[config.mk]
export PLATFORM = sky130hd
export DESIGN_NAME = nps_dist_unit
export DESIGN_NICKNAME = d
export VERILOG_FILES = /design/src/rtl/nps_pkg.sv /design/src/rtl/nps_dist_unit.sv
export SDC_FILE = /design/constraint.sdc
export NUM_CORES = 2
export LEC_CHECK = 0
export BUFFER_PORTS_ARGS = -buffer_cell sky130_fd_sc_hd__buf_2
export CAP_MARGIN = 0
export CORE_ASPECT_RATIO = 0.9
export CORE_MARGIN = 2
export CORE_UTILIZATION = 50
export CTS_CLUSTER_DIAMETER = 100
export DETAILED_ROUTE_END_ITERATION = 7
export PLACE_DENSITY_LB_ADDON = 0.12
export SLEW_MARGIN = 20
export SYNTH_ARGS = -nofsm -noshare
export SYNTH_HDL_FRONTEND = slang
export SYNTH_SLANG_ARGS = --single-unit
[constraint.sdc]
create_clock -name clk -period 15.6 [get_ports clk]
set_input_delay 3.12 -clock clk [delete_from_list [all_inputs] [get_ports clk]]
set_output_delay 3.12 -clock clk [all_outputs]
set_load 0.05 [all_outputs]
[src/rtl/nps_pkg.sv]
// Shared types and constants of the nearest position search block.
// Used by the distance unit and the top level; depends on nothing.
package nps_pkg;

    localparam int COORD_W   = 24;
    localparam int DIFF_W    = 24;
    localparam int SQ_W      = 48;
    localparam int DIST_W    = 50;
    localparam int IDXOUT_W  = 8;
    localparam int COUNT_W   = 9;
    localparam int PADDR_W   = 3;
    localparam int PDATA_W   = 32;
    localparam int ENTRY_W   = 3 * COORD_W;

    localparam logic KIND_LOAD  = 1'b0;
    localparam logic KIND_QUERY = 1'b1;

    // Word index of the ref_count register, taken from paddr[2].
    localparam logic REG_REF_COUNT = 1'b0;

    typedef struct packed {
        logic clear;
        logic valid;
        logic first;
        logic last;
    } op_ctrl_t;

    typedef struct packed {
        logic empty;
        logic have;
    } unit_status_t;

endpackage

[src/rtl/nps_dist_unit.sv]
// Shared squared-distance unit: one subtract, one squarer, one accumulator
// and a running minimum, fed one coordinate per cycle. Depends on nps_pkg.
module nps_dist_unit #(
    parameter int IDX_W = 8
) (
    input  logic                                 clk,
    input  logic                                 rst_n,
    input  nps_pkg::op_ctrl_t                    ctrl,
    input  logic [IDX_W-1:0]                     op_index,
    input  logic signed [nps_pkg::COORD_W-1:0]   coord_a,
    input  logic signed [nps_pkg::COORD_W-1:0]   coord_b,
    output nps_pkg::unit_status_t                status,
    output logic [IDX_W-1:0]                     best_index,
    output logic [nps_pkg::DIST_W-1:0]           best_dist
);

    logic                          d_valid_reg, d_first_reg, d_last_reg;
    logic [IDX_W-1:0]              d_idx_reg;
    logic [nps_pkg::DIFF_W-1:0]    diff_reg;

    logic                          p_valid_reg, p_first_reg, p_last_reg;
    logic [IDX_W-1:0]              p_idx_reg;
    logic [nps_pkg::SQ_W-1:0]      prod_reg;

    logic                          r_valid_reg;
    logic [IDX_W-1:0]              r_idx_reg;
    logic [nps_pkg::DIST_W-1:0]    acc_reg;

    logic                          have_reg;
    logic [IDX_W-1:0]              best_idx_reg;
    logic [nps_pkg::DIST_W-1:0]    best_reg;

    logic [nps_pkg::COORD_W:0]     sd;
    logic [nps_pkg::COORD_W:0]     mag;
    logic [nps_pkg::DIFF_W-1:0]    diff_next;
    logic [nps_pkg::SQ_W-1:0]      prod_next;
    logic [nps_pkg::DIST_W-1:0]    acc_next;

    // The difference of two 24-bit signed values has a magnitude below 2^24.
    always_comb
    begin
        sd        = {coord_a[nps_pkg::COORD_W-1], coord_a}
                  - {coord_b[nps_pkg::COORD_W-1], coord_b};
        mag       = sd[nps_pkg::COORD_W] ? (~sd + 1'b1) : sd;
        diff_next = mag[nps_pkg::DIFF_W-1:0];
        prod_next = nps_pkg::SQ_W'(diff_reg) * nps_pkg::SQ_W'(diff_reg);
        acc_next  = (p_first_reg ? '0 : acc_reg) + nps_pkg::DIST_W'(prod_reg);
    end

    always_ff @(posedge clk or negedge rst_n)
    begin
        if (!rst_n)
        begin
            d_valid_reg <= 1'b0;
            p_valid_reg <= 1'b0;
            r_valid_reg <= 1'b0;
            have_reg    <= 1'b0;
        end
        else
        begin
            d_valid_reg <= ctrl.valid;
            p_valid_reg <= d_valid_reg;
            r_valid_reg <= p_valid_reg && p_last_reg;
            if (ctrl.clear)
            begin
                have_reg <= 1'b0;
            end
            else if (r_valid_reg)
            begin
                have_reg <= 1'b1;
            end
        end
    end

    always_ff @(posedge clk)
    begin
        d_first_reg <= ctrl.first;
        d_last_reg  <= ctrl.last;
        d_idx_reg   <= op_index;
        diff_reg    <= diff_next;

        p_first_reg <= d_first_reg;
        p_last_reg  <= d_last_reg;
        p_idx_reg   <= d_idx_reg;
        prod_reg    <= prod_next;

        if (p_valid_reg)
        begin
            acc_reg <= acc_next;
        end
        r_idx_reg <= p_idx_reg;

        // Strict less-than keeps the lowest index on equal distances.
        if (ctrl.clear)
        begin
            best_reg     <= '0;
            best_idx_reg <= '0;
        end
        else if (r_valid_reg && (!have_reg || acc_reg < best_reg))
        begin
            best_reg     <= acc_reg;
            best_idx_reg <= r_idx_reg;
        end
    end

    assign status.empty = !d_valid_reg && !p_valid_reg && !r_valid_reg;
    assign status.have  = have_reg;
    assign best_index   = best_idx_reg;
    assign best_dist    = best_reg;

    a_result_from_last: assert property (@(posedge clk) disable iff (!rst_n)
        r_valid_reg |-> $past(p_valid_reg && p_last_reg))
        else $error("distance result without a last coordinate");

    a_have_holds: assert property (@(posedge clk) disable iff (!rst_n)
        (have_reg && !ctrl.clear) |=> have_reg)
        else $error("running minimum lost without a clear");

    a_first_result_taken: assert property (@(posedge clk) disable iff (!rst_n)
        (r_valid_reg && !have_reg && !ctrl.clear) |=> (have_reg && best_reg == $past(acc_reg)))
        else $error("first distance not taken as the minimum");

endmodule

==> out/metrics.yaml <==
grt_pass1_vias: 21534
relSlewSlack: 0.261
drc_errors: 0
end_kind: "register"
path_clk_slew_ps: 60
layout_common_cells: "677 x inv_1, 425 x fa_1, 299 x ha_1"
synth_area_per_cell_um2: 9.24
wl_per_cell_um: 16.4
final.fill_count: 5124
vias_per_cell: 5.16
grt_pass1_wl_um: 107000
status: "completed"
rsz0062_at_grt: "false"
setup_tns_ps: 0
hp-class: "reg -> reg"
synth_edf_count: 50
syn2layout_area_growth_pct: 7.48
final_core_util: 0.543
cts_buffers: 25
whs_ps: 323
period_minus_slack_ps: 7930
vias: 20012
insertion_delay_ps: 550
grt_start_max_net_pins: 60
fmax_mhz: 126
yosysTopAreaCell: "fa_1"
cts_tree: "yes"
grt_util_met1: 0.321
yosysSeqAreaShare: 0.169
antenna_found_initial: 0
dr.first_iter.drc_count: 1059
hold_viol: 0
die_y_um: 229
dpl.cell_count: 3830
antennaDiodeCount: 0
dieArea_um2: 58100
syn_inst: 3041
synth_seq_cells: 211
busiest_layer: "met2"
gp_congestion: 0.892
syn-cell-area_um2: 28100
setup_violations: 0
fin_nets: 3887
routed_wl_um: 63400
cts.htree.levels: 1
clock-sinks: 211
ioPinCount: 122
fin_cells: 3876
synthTopCellsByArea: "fa_1 30%, ha_1 13%, dfxtp_1 11%"
cts_max_path_buffers: 3
initial_core_util: 0.505
yosysWarnings: 0
slew_violations: 0
tightest_slew_ps: 1110
ant_nets: 0
post_cts_buffers: 0
grtUsageMet2: 0.373
cp.required_ps: 16070
final_layout_size_suffix_gt1_frac: 0.0631
track_usage: 0.225
ctsHoldBuffers: 0
worstPathMaxFanout: 22
netlist.area_leader.share: 0.303
cts_resized: 0
synth-main-ff-cell: "dfxtp_1"
synth.distinct_cells: 78
std_cell_rows: 82
dp_hpwl_um: 52000
cp.arrival_ps: 8390
fin_crit_sh: 0.508
use_met3: 0.0224
portBuffers: 121
async_flop_share: 0.0190
maxCapViolations: 0
core_area_um2: 55600
dr.pass1.iters: 5
path_class: "reg -> reg"
syn-num-nets: 3827
die_w_um: 254
final_common_cell: "inv_1"
root_buffer: "clkbuf_16"
fin_skew_ps: 12.6
critPathLaunchType: "register"
gr-total-overflow: 0
[cell usage after synthesis (all sizes together), types with 5 or more instances]
master,instances
nand3,29
nor2,137
o21ai,83
buf,10
or4,5
nor3,16
ha,299
nor2b,72
a21oi,124
nand4,27
a31oi,12
xor2,52
clkbuf,90
a221oi,6
dfxtp,157
a2111oi,5
o211ai,15
nand2b,23
fa,425
edfxtp,50
and3,15
o22ai,5
nand2,211
a211o,6
o21a,19
or2,6
xnor2,86
inv,677
o21bai,15
mux2i,64
nor4,5
a211oi,12
or3,8
a21o,91
and2,127
[cell type report]
cell class	count	area, um2	share of cell area
inverter	677	2540	0.0842
clock buffer	38	734	0.0243
tap	756	946	0.0313
sequential	211	4750	0.157
multi-input combinational	2053	20400	0.676
timing repair buffer	133	698	0.0231
clock inverter	8	108	0.00356
[per-stage QoR]
step,area (um2),worst slack [ps]
2_1_floorplan,28100,8670
3_3_place_gp,29300,7850
3_5_place_dp,29300,7710
4_1_cts,30200,7700
5_1_grt,30200,7110
6_report,30200,7670
[path summary, 6_finish.rpt]
path,startpoint,end,slack (ps),cells after the start
setup reg to reg,diff_reg[19],prod_reg[41],7670,25
hold / removal,d_first_reg,p_first_reg,320,0
setup / recovery,diff_reg[19],prod_reg[41],7670,25
min in group asynchronous,rst_n,r_valid_reg,2370,1
hold reg to reg,d_first_reg,p_first_reg,320,0
max in group asynchronous,rst_n,p_valid_reg,13100,1
[critical path, cell delays in order, from the launching register on]
cell	delay [ps]
dfxtp_1	1010
and2_1	270
inv_1	60
fa_1	490
inv_1	50
fa_1	530
inv_1	60
fa_1	450
fa_1	540
inv_1	50
fa_1	490
fa_1	500
inv_1	70
fa_1	470
inv_1	60
ha_1	360
a2111oi_0	360
o21ai_0	150
o21ai_0	170
o21ai_0	160
a221oi_2	410
nor2b_1	130
a221oi_2	370
o21ai_1	210
a21boi_0	260
xnor2_1	150
[routing by layer]
metal / part of all wire / up-vias
met5: 0 / -
met4: 0.020 / 0
met3: 0.046 / 86
met2: 0.46 / 435
met1: 0.48 / 9804
li1: - / 9687
[logic make-up (layout without fill, tap and decap cells)]
logic type                 count (synthesis)  count (layout)  share of synthesized area
DFF                                      211             211                      0.169
xor gates and xnor gates                 138             138                     0.0430
and+or+nand+nor                          697             697                      0.125
buffers and inverters                    777             856                      0.105
AOI/OAI and AO/OA                        428             428                     0.0987
adders and majority gates                724             724                      0.436
muxes                                     66              66                     0.0236
Power is not shown: default switching activity piles up to over one toggle a cycle in this logic, so the estimate is an artifact.
